File: src/rtl/core/vt100_pkg.sv
package vt100_pkg;

   localparam int MaxParams = 16;
   localparam int PidxW = $clog2(MaxParams);
   localparam int PcntW = $clog2(MaxParams + 1);

   typedef enum logic [1:0] {
      PS_GROUND = 2'd0,
      PS_ESC    = 2'd1,
      PS_CSI    = 2'd2,
      PS_SKIP   = 2'd3
   } parse_type;

   typedef enum logic [3:0] {
      SQ_IDLE,
      SQ_DECIDE,
      SQ_SGR,
      SQ_DIGIT,
      SQ_EMIT,
      SQ_HOLD
   } seq_type;

   localparam logic [3:0] CMD_GLYPH   = 4'd0;
   localparam logic [3:0] CMD_BS      = 4'd1;
   localparam logic [3:0] CMD_TAB     = 4'd2;
   localparam logic [3:0] CMD_LF      = 4'd3;
   localparam logic [3:0] CMD_CR      = 4'd4;
   localparam logic [3:0] CMD_NEWLINE = 4'd5;
   localparam logic [3:0] CMD_PLACE   = 4'd6;
   localparam logic [3:0] CMD_ED0     = 4'd7;
   localparam logic [3:0] CMD_EL0     = 4'd10;
   localparam logic [3:0] CMD_ATTR    = 4'd13;
   localparam logic [3:0] CMD_CLEAR   = 4'd14;

   localparam logic [7:0] CH_ESC = 8'h1B;
   localparam logic [7:0] CH_DEL = 8'h7F;

   // one queued result word
   typedef struct packed {
      logic               kind;
      logic [3:0]         command;
      logic signed [17:0] row;
      logic signed [17:0] col;
      logic [7:0]         value;
   } res_type;

endpackage

File: src/rtl/core/vt100_escape_parser_top.sv
// vt100 escape parser
// req channel: one word per host byte or special key; tdata holds, from bit 0 up,
// rx_byte[7:0], key_code[10:8], cursor_row[18:11], cursor_col[26:19],
// screen_attr[34:27], zero fill to 40 bits; tuser is req_type.
// rsp channel: zero to ten words per request; tdata holds command[3:0],
// target_row[21:4], target_col[39:22], value[47:40], app_cursor_mode[48],
// ansi_mode[49], zero fill to 56 bits; tuser is kind; tlast marks the final
// word of the request.
// one request at a time: the request is accepted and decoded, then the result
// words go one by one into the output register (only a check when there is none).
// a csi final adds a dispatch step, the shared decimal unit works through the
// digits of a status report, and select graphic rendition walks the stored
// parameters one per cycle (up to 16) before its attribute word is queued.
// sgr with 16 parameters is the worst case, ahead of a cursor position report;
// stalls on rsp_tready while a word waits lengthen any request. The output
// register holds while rsp_tready is low; a new request may be taken while the
// last word waits.
// reset: parser in ground, modes to ansi with normal cursor keys, no saved
// cursor, no request pending.
module vt100_escape_parser_top (
   input  logic        clock,
   input  logic        reset,
   input  logic        req_tvalid,
   output logic        req_tready,
   input  logic [39:0] req_tdata,   // rx_byte, key_code, cursor_row, cursor_col, screen_attr
   input  logic        req_tuser,   // req_type
   output logic        rsp_tvalid,
   input  logic        rsp_tready,
   output logic [55:0] rsp_tdata,   // command, target_row, target_col, value, app, ansi
   output logic        rsp_tuser,   // kind
   output logic        rsp_tlast
);
   import vt100_pkg::*;

   // captured request
   logic       typ_ff;
   logic [7:0] byt_ff, row_ff, col_ff, attr_ff;
   logic [2:0] key_ff;

   // parser state
   parse_type            ps_ff, ps_in;
   logic [15:0]          pstore [MaxParams];
   logic [PcntW-1:0]     pcnt_ff, pcnt_in;
   logic [15:0]          acc_ff, acc_in;
   logic                 hd_ff, hd_in, priv_ff, priv_in;
   logic                 sv_ff, sv_in;
   logic                 sv_wr;
   logic [7:0]           srow_ff, scol_ff, sattr_ff;
   logic                 app_ff, app_in, ansi_ff, ansi_in;

   // sequencer
   seq_type              sq_ff, sq_in;
   res_type              q_ff [10];
   res_type              q_in [10];
   logic [3:0]           qn_ff, qn_in, qi_ff, qi_in;
   logic [PcntW-1:0]     si_ff, si_in;
   logic [7:0]           sa_ff, sa_in;
   // decimal unit for status report
   logic [8:0]           dnum_ff, dnum_in;
   logic                 dsec_ff, dsec_in;
   logic [11:0]          dig_ff, dig_in;
   logic [1:0]           dk_ff, dk_in;

   logic                 pwr;
   logic [PidxW-1:0]     pwa;
   logic [15:0]          pwd;
   res_type              ovr_ff;
   logic                 ov_ff, ol_ff;
   logic                 ov_in, ol_in;
   res_type              ovr_in;
   logic                 oapp_ff, oapp_in, oansi_ff, oansi_in;

   function automatic res_type mk(input logic k, input logic [3:0] c,
                                  input logic signed [17:0] r,
                                  input logic signed [17:0] cl, input logic [7:0] v);
      res_type t;
      t.kind = k; t.command = c; t.row = r; t.col = cl; t.value = v;
      return t;
   endfunction

   // argument fetch
   logic [15:0] a0, a1;
   logic [17:0] d0, d1;
   always_comb begin
      a0 = (pcnt_ff > 0) ? pstore[0] : 16'd0;
      a1 = (pcnt_ff > 1) ? pstore[1] : 16'd0;
      d0 = (a0 == 16'd0) ? 18'd1 : {2'b00, a0};
      d1 = (a1 == 16'd0) ? 18'd1 : {2'b00, a1};
   end

   assign req_tready = (sq_ff == SQ_IDLE);
   assign rsp_tvalid = ov_ff;
   assign rsp_tuser  = ovr_ff.kind;
   assign rsp_tlast  = ol_ff;
   assign rsp_tdata  = {6'd0, oansi_ff, oapp_ff, ovr_ff.value, ovr_ff.col,
                        ovr_ff.row, ovr_ff.command};

   // parameter store
   always_ff @(posedge clock) begin
      if (pwr) pstore[pwa] <= pwd;
   end

   // state registers
   always_ff @(posedge clock) begin
      if (reset) begin
         sq_ff <= SQ_IDLE; ps_ff <= PS_GROUND; pcnt_ff <= '0; acc_ff <= '0;
         hd_ff <= 1'b0; priv_ff <= 1'b0; sv_ff <= 1'b0; app_ff <= 1'b0;
         ansi_ff <= 1'b1; ov_ff <= 1'b0;
      end else begin
         sq_ff <= sq_in; ps_ff <= ps_in; pcnt_ff <= pcnt_in; acc_ff <= acc_in;
         hd_ff <= hd_in; priv_ff <= priv_in; sv_ff <= sv_in; app_ff <= app_in;
         ansi_ff <= ansi_in; ov_ff <= ov_in;
      end
   end

   // payload registers
   always_ff @(posedge clock) begin
      if (req_tvalid && req_tready) begin
         typ_ff <= req_tuser; byt_ff <= req_tdata[7:0]; key_ff <= req_tdata[10:8];
         row_ff <= req_tdata[18:11]; col_ff <= req_tdata[26:19];
         attr_ff <= req_tdata[34:27];
      end
      if (sv_wr) begin
         srow_ff <= row_ff; scol_ff <= col_ff; sattr_ff <= attr_ff;
      end
      q_ff <= q_in; qn_ff <= qn_in; qi_ff <= qi_in; si_ff <= si_in; sa_ff <= sa_in;
      dnum_ff <= dnum_in; dsec_ff <= dsec_in; dig_ff <= dig_in; dk_ff <= dk_in;
      ovr_ff <= ovr_in; ol_ff <= ol_in; oapp_ff <= oapp_in; oansi_ff <= oansi_in;
   end

   // sequencer and parser
   always_comb begin
      logic [19:0] prod;
      logic [3:0]  dval;
      logic [8:0]  quo;
      logic [17:0] r, c;
      logic        pushf, csifin;
      res_type     t;
      sq_in = sq_ff; ps_in = ps_ff; pcnt_in = pcnt_ff; acc_in = acc_ff;
      hd_in = hd_ff; priv_in = priv_ff; sv_in = sv_ff; app_in = app_ff;
      ansi_in = ansi_ff; q_in = q_ff; qn_in = qn_ff; qi_in = qi_ff;
      si_in = si_ff; sa_in = sa_ff; dnum_in = dnum_ff; dsec_in = dsec_ff;
      dig_in = dig_ff; dk_in = dk_ff; ov_in = ov_ff; ovr_in = ovr_ff; ol_in = ol_ff;
      oapp_in = oapp_ff; oansi_in = oansi_ff; sv_wr = 1'b0;
      pwr = 1'b0; pwa = '0; pwd = '0; prod = '0; dval = '0; quo = '0;
      r = {10'd0, row_ff}; c = {10'd0, col_ff}; pushf = 1'b0; csifin = 1'b0;
      t = mk(1'b0, CMD_GLYPH, '0, '0, '0);
      if (ov_ff && rsp_tready) ov_in = 1'b0;
      case (sq_ff)
         SQ_IDLE: begin
            if (req_tvalid) sq_in = SQ_DECIDE;
         end
         SQ_DECIDE: begin
            qn_in = 4'd0; qi_in = 4'd0; sq_in = SQ_EMIT;
            if (typ_ff) begin
               if (key_ff < 3'd5) begin
                  q_in[0] = mk(1'b1, CMD_GLYPH, '0, '0, CH_ESC);
                  q_in[1] = mk(1'b1, CMD_GLYPH, '0, '0, app_ff ? "O" : "[");
                  q_in[2] = mk(1'b1, CMD_GLYPH, '0, '0,
                               (key_ff == 3'd4) ? "H" : 8'h41 + {5'd0, key_ff});
                  qn_in = 4'd3;
               end
            end else begin
               case (ps_ff)
                  PS_GROUND: begin
                     if (byt_ff == CH_ESC) ps_in = PS_ESC;
                     else if (byt_ff < 8'h20) begin
                        qn_in = 4'd1;
                        case (byt_ff)
                           8'h08: q_in[0] = mk(1'b0, CMD_BS, '0, '0, '0);
                           8'h09: q_in[0] = mk(1'b0, CMD_TAB, '0, '0, '0);
                           8'h0A, 8'h0B, 8'h0C: q_in[0] = mk(1'b0, CMD_LF, '0, '0, '0);
                           8'h0D: q_in[0] = mk(1'b0, CMD_CR, '0, '0, '0);
                           default: qn_in = 4'd0;
                        endcase
                     end else if (byt_ff != CH_DEL) begin
                        q_in[0] = mk(1'b0, CMD_GLYPH, '0, '0, {1'b0, byt_ff[6:0]});
                        qn_in = 4'd1;
                     end
                  end
                  PS_ESC: begin
                     ps_in = PS_GROUND;
                     case (byt_ff)
                        "[": begin
                           pcnt_in = '0; acc_in = '0; hd_in = 1'b0; priv_in = 1'b0;
                           ps_in = PS_CSI;
                        end
                        "(", ")", "*", "+": ps_in = PS_SKIP;
                        "7": begin sv_in = 1'b1; sv_wr = 1'b1; end
                        "8": if (sv_ff) begin
                           q_in[0] = mk(1'b0, CMD_PLACE, {10'd0, srow_ff},
                                        {10'd0, scol_ff}, '0);
                           q_in[1] = mk(1'b0, CMD_ATTR, '0, '0, sattr_ff);
                           qn_in = 4'd2;
                        end
                        "D": begin q_in[0] = mk(1'b0, CMD_LF, '0, '0, '0); qn_in = 4'd1; end
                        "E": begin q_in[0] = mk(1'b0, CMD_NEWLINE, '0, '0, '0); qn_in = 4'd1; end
                        "M": if (row_ff != 8'd0) begin
                           q_in[0] = mk(1'b0, CMD_PLACE, r - 18'd1, c, '0); qn_in = 4'd1;
                        end
                        "c": begin
                           pcnt_in = '0; acc_in = '0; hd_in = 1'b0; priv_in = 1'b0;
                           sv_in = 1'b0; app_in = 1'b0; ansi_in = 1'b1;
                           q_in[0] = mk(1'b0, CMD_CLEAR, '0, '0, '0);
                           q_in[1] = mk(1'b0, CMD_ATTR, '0, '0, '0);
                           qn_in = 4'd2;
                        end
                        default: ;
                     endcase
                  end
                  PS_CSI: begin
                     if (byt_ff inside {["0":"9"]}) begin
                        prod = {4'd0, acc_ff} * 20'd10 + {16'd0, byt_ff[3:0]};
                        acc_in = (prod > 20'd65535) ? 16'hFFFF : prod[15:0];
                        hd_in = 1'b1;
                     end else if (byt_ff == ";") pushf = 1'b1;
                     else if (byt_ff inside {[8'h3C:8'h3F]}) priv_in = 1'b1;
                     else if (byt_ff inside {[8'h20:8'h2F]}) ;
                     else begin pushf = 1'b1; csifin = 1'b1; end
                     if (pushf) begin
                        if (pcnt_ff < PcntW'(MaxParams)) begin
                           pwr = 1'b1; pwa = pcnt_ff[PidxW-1:0];
                           pwd = hd_ff ? acc_ff : 16'd0;
                           pcnt_in = pcnt_ff + 1'b1;
                        end
                        acc_in = '0; hd_in = 1'b0;
                     end
                     if (csifin) begin
                        // dispatch runs next cycle with the pushed parameter
                        ps_in = PS_GROUND; sq_in = SQ_HOLD;
                     end
                  end
                  default: ps_in = PS_GROUND;
               endcase
            end
         end
         SQ_HOLD: begin
            sq_in = SQ_EMIT; qn_in = 4'd0; qi_in = 4'd0;
            case (byt_ff)
               "A": begin q_in[0] = mk(1'b0, CMD_PLACE, r - d0, c, '0); qn_in = 4'd1; end
               "B": begin q_in[0] = mk(1'b0, CMD_PLACE, r + d0, c, '0); qn_in = 4'd1; end
               "C": begin q_in[0] = mk(1'b0, CMD_PLACE, r, c + d0, '0); qn_in = 4'd1; end
               "D": begin q_in[0] = mk(1'b0, CMD_PLACE, r, c - d0, '0); qn_in = 4'd1; end
               "H", "f": begin
                  q_in[0] = mk(1'b0, CMD_PLACE, d0 - 18'd1, d1 - 18'd1, '0); qn_in = 4'd1;
               end
               "J": if (a0 <= 16'd2) begin
                  q_in[0] = mk(1'b0, CMD_ED0 + a0[3:0], '0, '0, '0); qn_in = 4'd1;
               end
               "K": if (a0 <= 16'd2) begin
                  q_in[0] = mk(1'b0, CMD_EL0 + a0[3:0], '0, '0, '0); qn_in = 4'd1;
               end
               "m": begin si_in = '0; sa_in = attr_ff; sq_in = SQ_SGR; end
               "n": begin
                  if (a0 == 16'd6) begin
                     q_in[0] = mk(1'b1, CMD_GLYPH, '0, '0, CH_ESC);
                     q_in[1] = mk(1'b1, CMD_GLYPH, '0, '0, "[");
                     qn_in = 4'd2; dnum_in = {1'b0, row_ff} + 9'd1; dsec_in = 1'b0;
                     dk_in = '0; sq_in = SQ_DIGIT;
                  end else if (a0 == 16'd5) begin
                     q_in[0] = mk(1'b1, CMD_GLYPH, '0, '0, CH_ESC);
                     q_in[1] = mk(1'b1, CMD_GLYPH, '0, '0, "[");
                     q_in[2] = mk(1'b1, CMD_GLYPH, '0, '0, "0");
                     q_in[3] = mk(1'b1, CMD_GLYPH, '0, '0, "n");
                     qn_in = 4'd4;
                  end
               end
               "s": begin sv_in = 1'b1; sv_wr = 1'b1; end
               "u": if (sv_ff) begin
                  q_in[0] = mk(1'b0, CMD_PLACE, {10'd0, srow_ff}, {10'd0, scol_ff}, '0);
                  q_in[1] = mk(1'b0, CMD_ATTR, '0, '0, sattr_ff);
                  qn_in = 4'd2;
               end
               "h", "l": begin
                  if (priv_ff && a0 == 16'd1) app_in = (byt_ff == "h");
                  if (priv_ff && a0 == 16'd2) ansi_in = (byt_ff == "h");
               end
               default: ;
            endcase
         end
         // walk stored parameters, one per cycle
         SQ_SGR: begin
            if (si_ff >= pcnt_ff) begin
               q_in[0] = mk(1'b0, CMD_ATTR, '0, '0, sa_ff); qn_in = 4'd1;
               sq_in = SQ_EMIT;
            end else begin
               case (pstore[si_ff[PidxW-1:0]])
                  16'd0: sa_in = 8'd0;
                  16'd1, 16'd22: sa_in = sa_ff & ~8'h04;
                  16'd2: sa_in = sa_ff | 8'h04;
                  16'd5: sa_in = sa_ff | 8'h02;
                  16'd7: sa_in = sa_ff | 8'h01;
                  16'd25: sa_in = sa_ff & ~8'h02;
                  16'd27: sa_in = sa_ff & ~8'h01;
                  default: ;
               endcase
               si_in = si_ff + 1'b1;
            end
         end
         // decimal unit: one digit per cycle, low digit first
         SQ_DIGIT: begin
            quo = 9'((({9'd0, dnum_ff} * 18'd205) >> 11));
            dval = 4'(dnum_ff - 9'(quo * 9'd10));
            dig_in = {dig_ff[7:0], dval};
            dnum_in = quo;
            dk_in = dk_ff + 2'd1;
            if (quo == 9'd0) begin
               // flush collected digits, most significant first
               for (int i = 0; i < 3; i++) begin
                  if (2'(i) <= dk_ff)
                     q_in[qn_ff + 4'(i)] = mk(1'b1, CMD_GLYPH, '0, '0,
                        8'h30 + {4'd0, (i == 0) ? dval :
                        (i == 1) ? dig_ff[3:0] : dig_ff[7:4]});
               end
               t = mk(1'b1, CMD_GLYPH, '0, '0, dsec_ff ? "R" : ";");
               q_in[qn_ff + {2'd0, dk_ff} + 4'd1] = t;
               qn_in = qn_ff + {2'd0, dk_ff} + 4'd2;
               dk_in = '0; dig_in = '0;
               if (dsec_ff) sq_in = SQ_EMIT;
               else begin dsec_in = 1'b1; dnum_in = {1'b0, col_ff} + 9'd1; end
            end
         end
         // result words through the output register
         SQ_EMIT: begin
            if (qi_ff == qn_ff) sq_in = SQ_IDLE;
            else if (!ov_ff || rsp_tready) begin
               ov_in = 1'b1; ovr_in = q_ff[qi_ff];
               oapp_in = app_ff; oansi_in = ansi_ff;
               ol_in = (qi_ff + 4'd1 == qn_ff);
               qi_in = qi_ff + 4'd1;
               if (qi_ff + 4'd1 == qn_ff) sq_in = SQ_IDLE;
            end
         end
         default: sq_in = SQ_IDLE;
      endcase
   end

`ifndef SYNTHESIS
   // no request taken while result words are still being emitted
   a_busy: assert property (@(posedge clock) disable iff (reset)
      (sq_ff == SQ_EMIT) |-> !req_tready) else $error("ready while emitting");
   // words never outrun the queue
   a_queue: assert property (@(posedge clock) disable iff (reset)
      qi_ff <= qn_ff || sq_ff != SQ_EMIT) else $error("queue overrun");
   // held output stays while stalled
   a_hold: assert property (@(posedge clock) disable iff (reset)
      (rsp_tvalid && !rsp_tready) |=> rsp_tvalid) else $error("word dropped");
`endif

endmodule

File: config.mk
export PLATFORM = sky130hd
export DESIGN_NAME = vt100_escape_parser_top
export DESIGN_NICKNAME = d
export VERILOG_FILES = /design/src/rtl/core/vt100_pkg.sv /design/src/rtl/core/vt100_escape_parser_top.sv
export SDC_FILE = /design/constraint.sdc
export NUM_CORES = 2
export LEC_CHECK = 0
export ABC_AREA = 1
export BUFFER_PORTS_ARGS = -buffer_cell sky130_fd_sc_hd__buf_2
export CAP_MARGIN = 0
export CORE_MARGIN = 2
export CORE_UTILIZATION = 60
export CTS_CLUSTER_DIAMETER = 60
export DETAILED_ROUTE_END_ITERATION = 8
export PLACE_DENSITY = 0.83
export SLEW_MARGIN = 40
export SYNTH_ARGS = -nofsm -noshare
export SYNTH_HDL_FRONTEND = slang
export SYNTH_SLANG_ARGS = --single-unit
File: constraint.sdc
create_clock -name clock -period 23.4 [get_ports clock]
set_input_delay 1.17 -clock clock [delete_from_list [all_inputs] [get_ports clock]]
set_output_delay 1.17 -clock clock [all_outputs]
set_load 0.05 [all_outputs]
==> impl_metrics.csv <==
group,metric,value,unit
yosys,syn_area,51400,sq um
clock_network,cts_buffers,100,
final_layout,nets,5947,
critical_path,crit_start,"dnum_ff[0]$_DFFE_PP_",
yosys,ys_seq_elements,935,
critical_path,r2r-start,"dnum_ff[0]$_DFFE_PP_",
yosys,yosys.area_share.xor_xnor,0.00949,
drt,drtPass1Iterations,9,
global_route,grt_pass1_vias,40700,
drt,vias_per_cell,6.16,
sta,relSlewSlack,0.390,
final_layout,final_layout_size_suffix_gt1_frac,0.0800,
drt,drtIter0Drc,5618,
yosys,synth_top_cell_by_area,"edfxtp_1",
power_and_ir_drop,p_leak,22.5,nW
floorplan,initial_core_util,0.605,
sta,rsz0062_at_grt,"false",
yosys,synthCells,5729,
power_and_ir_drop,vdd_drop_max,0.000121,V
final_layout,regArea,27700,sq um
yosys,synth_flop_cell,"edfxtp_1",
clock_network,clk_latency,730,ps
yosys,synthSimpleGateAreaFrac,0.194,
critical_path,reg2reg_setup_slack,16810,ps
floorplan,rows,107,
flow_run,maxCapViolCount,0,
floorplan,coreArea,85000,sq um
hold_path,hp-class,"register to register",
drt,vias,42900,
global_route,antenna_found_initial,1,
yosys,synth_area_leaders,"edfxtp_1 52%, nand2_1 6.2%, nor2_1 5.6%",
yosys,synth_common_cells,"899 x edfxtp_1, 848 x nand2_1, 766 x nor2_1",
hold_path,hold-path-endpoint,"oansi_ff$_DFFE_PP_",
yosys,synthArstFlopShare,0,
clock_network,postCtsSetupRepairBufs,0,
sta,setup_tns,0,ps
final_layout,area_delta_synth_final,9.44,%
critical_path,crit_path_end_kind,"register",
drt,wl,147000,um
drt,routedWlPerCell,21.1,um
floorplan,die_w,297,um
clock_network,clock-sinks,935,
power_and_ir_drop,power_density,119,nW/um^2
final_layout,num-fill-cells,6558,
sta,finalHoldViolCount,0,
hold_path,holdPathStages,0,
yosys,ys_types,69,
critical_path,critPathLaunchType,"register",
clock_network,cts_resized,0,
clock_network,hold_buffers,0,
clock_network,clockBufferDepth,3,
clock_network,clk_pin_slew_worst_paths,60,ps
floorplan,io_pins,105,
hold_path,min-delay-start,"ansi_ff$_SDFFE_PP1P_",
sta,min_period,6590,ps
yosys,avgSynthCellArea,8.98,sq um
yosys,synthMuxAreaShare,0.00297,
yosys,yosysMostFrequentCell,"edfxtp_1",
sta,slew_viol_final,0,
yosys,yosys.area.top_type_share,0.525,
critical_path,critPathKind,"register to register",
drt,drc,0,
floorplan,die_area,88100,sq um
clock_network,cts_root_buf,"clkbuf_16",
final_layout,antenna_cells,0,
global_route,grt_pass1_wl,228000,um
yosys,synth-compound-area-share,0.132,
placed_design,place_congestion,1.02,
final_layout,multi_input_area,19800,sq um
placed_design,portBuffers,93,
yosys,synth_edf_count,899,
sta,finClkSkew,88.2,ps
critical_path,ff2ff_path_depth,21,
floorplan,die_y,297,um
critical_path,crit_fanout,112,
final_layout,fin_util,0.662,
yosys,yosys_warnings,0,
status,status,"finished clean",
yosys,synthAdderAreaFrac,0.0421,
drt,detail-route-antenna-nets,0,
critical_path,worstPathRequired,23690,ps
yosys,synth_top_family_by_area,"simple AND/OR/NAND/NOR gates",
sta,worst_pin_slew,907,ps
placed_design,dpl.hpwl,97300,um
clock_network,htreeDepth,3,
global_route,grt_use_total,0.328,
global_route,grt-ovfl-total,0,
sta,timing.final.crit_share,0.282,
clock_network,cts_tree,"yes",
yosys,ys_seq_area_frac,0.539,
critical_path,critPathArrivalTime,6880,ps
sta,setup_viol,0,
global_route,grt_max_degree,150,
critical_path,r2r-end,"q_ff[36]$_SDFFCE_PP0P_",
sta,fmax,0.152,GHz
[worst max-delay path, cell delays in order (launching register included)]
cell and delay [ps]:
edfxtp_1 620, ha_1 350, fa_1 530, fa_1 430
fa_1 470, ha_1 330, a21oi_1 190, o21ai_0 110
nand2_1 90, nand3_2 140, nand2_2 100, nand2_1 70
nand2_1 80, nand2_1 50, nand2_1 60, nand2_1 80
nor2_2 100, nand2_2 270, nor2_8 400, buf_12 420
buf_16 430, buf_6 610
[worst max-delay path by stage]
stage                                    endpoint  slack, ps  cells after the start
after floorplan               q_ff[392]$_DFFE_PP_      14290                     22
after global placement    q_ff[130]$_SDFFCE_PP0P_      16420                     18
after detailed placement  q_ff[130]$_SDFFCE_PP0P_      16570                     19
after CTS                 q_ff[130]$_SDFFCE_PP0P_      16540                     19
after global routing      q_ff[132]$_SDFFCE_PP0P_      16590                     17
final                      q_ff[36]$_SDFFCE_PP0P_      16810                     21
[routing by layer]
metal	track usage	vias up	wire [um]
met5	0	-	0
met4	0.157	0	7460
met3	0.0542	456	14900
met2	0.526	2661	68100
met1	0.436	20100	56600
li1	-	19700	-
[registers in the layout, summed over array words and instances, names as in the netlist, 2 cells and up, named ones only]
| signal | count |
|---|---|
| acc_ff | 16 |
| attr_ff | 8 |
| byt_ff | 8 |
| col_ff | 8 |
| dig_ff | 8 |
| dk_ff | 2 |
| dnum_ff | 9 |
| key_ff | 3 |
| pcnt_ff | 5 |
| ps_ff | 2 |
| pstore | 256 |
| q_ff | 490 |
| qi_ff | 4 |
| qn_ff | 4 |
| row_ff | 8 |
| rsp_tdata | 48 |
| sa_ff | 8 |
| sattr_ff | 8 |
| scol_ff | 8 |
| si_ff | 5 |
| sq_ff | 3 |
| srow_ff | 8 |
[cell families (layout without fill, tap and decap cells)]
logic type               after synthesis  count (layout)
AND/OR/NAND/NOR                     2337            2337
AO/OA/AOI/OAI                       1171            1171
buffers and inverters               1056            1149
flip-flops                           935             935
adder cells (fa/ha/maj)              160             160
XOR/XNOR                              54              54
multiplexers                          15              15
other                                  1               6
[cell type report]
type / instances / share of cell area
well taps: 1144 / 0.0254
multi-input cells: 3743 / 0.351
repair buffers: 169 / 0.0204
clock inverters: 75 / 0.0123
clock buffers: 112 / 0.0453
inverters: 793 / 0.0530
flip-flops and latches: 935 / 0.492
[report_power, final]
part           internal (mW)  total [mW]  switching, mW
sequential              2.24        2.41          0.170
clock                  0.863        1.56          0.699
combinational          0.701        2.73           2.03
total                   3.81        6.71           2.90
[layout by cell type, fill, tap and decap left out, types with 9 or more instances in the layout]
master and instances:
buf_4 65, nand2_1 843, a21oi_1 351, inv_1 761, nor3_1 111, or2_2 21
mux2i_1 13, fa_1 22, clkinvlp_4 9, o22ai_1 31, dfxtp_1 34, o2111ai_1 12
a31oi_1 36, xnor2_1 13, a211oi_1 13, edfxtp_1 899, nor2_4 13, clkbuf_1 12
nand3_1 454, buf_2 93, ha_1 138, o211ai_1 90, inv_2 23, clkinv_1 34
nor3_2 9, o221ai_1 28, clkinv_2 17, o21ai_0 496, nor2_2 31, nor4_1 17
nor2_1 747, clkbuf_16 100, nand2_2 17, xor2_1 39, a32o_1 32, nand4_1 50
o211ai_2 10
[metrics by stage]
step / hold WS (ps) / setup WS (ps) / instance area (sq um) / power [mW] / cells
finish: 443 / 16810 / 56300 / 6.71 / 6971
global route: 469 / 16590 / 56300 / 7.01 / 6971
CTS: 443 / 16540 / 56300 / 6.63 / 6970
detailed placement: 428 / 16570 / 53000 / 5.06 / 6783
global placement: 424 / 16420 / 52800 / 4.98 / 6779
floorplan: 409 / 14290 / 51500 / 4.19 / 5734
Power figures use the tool's default switching activity.
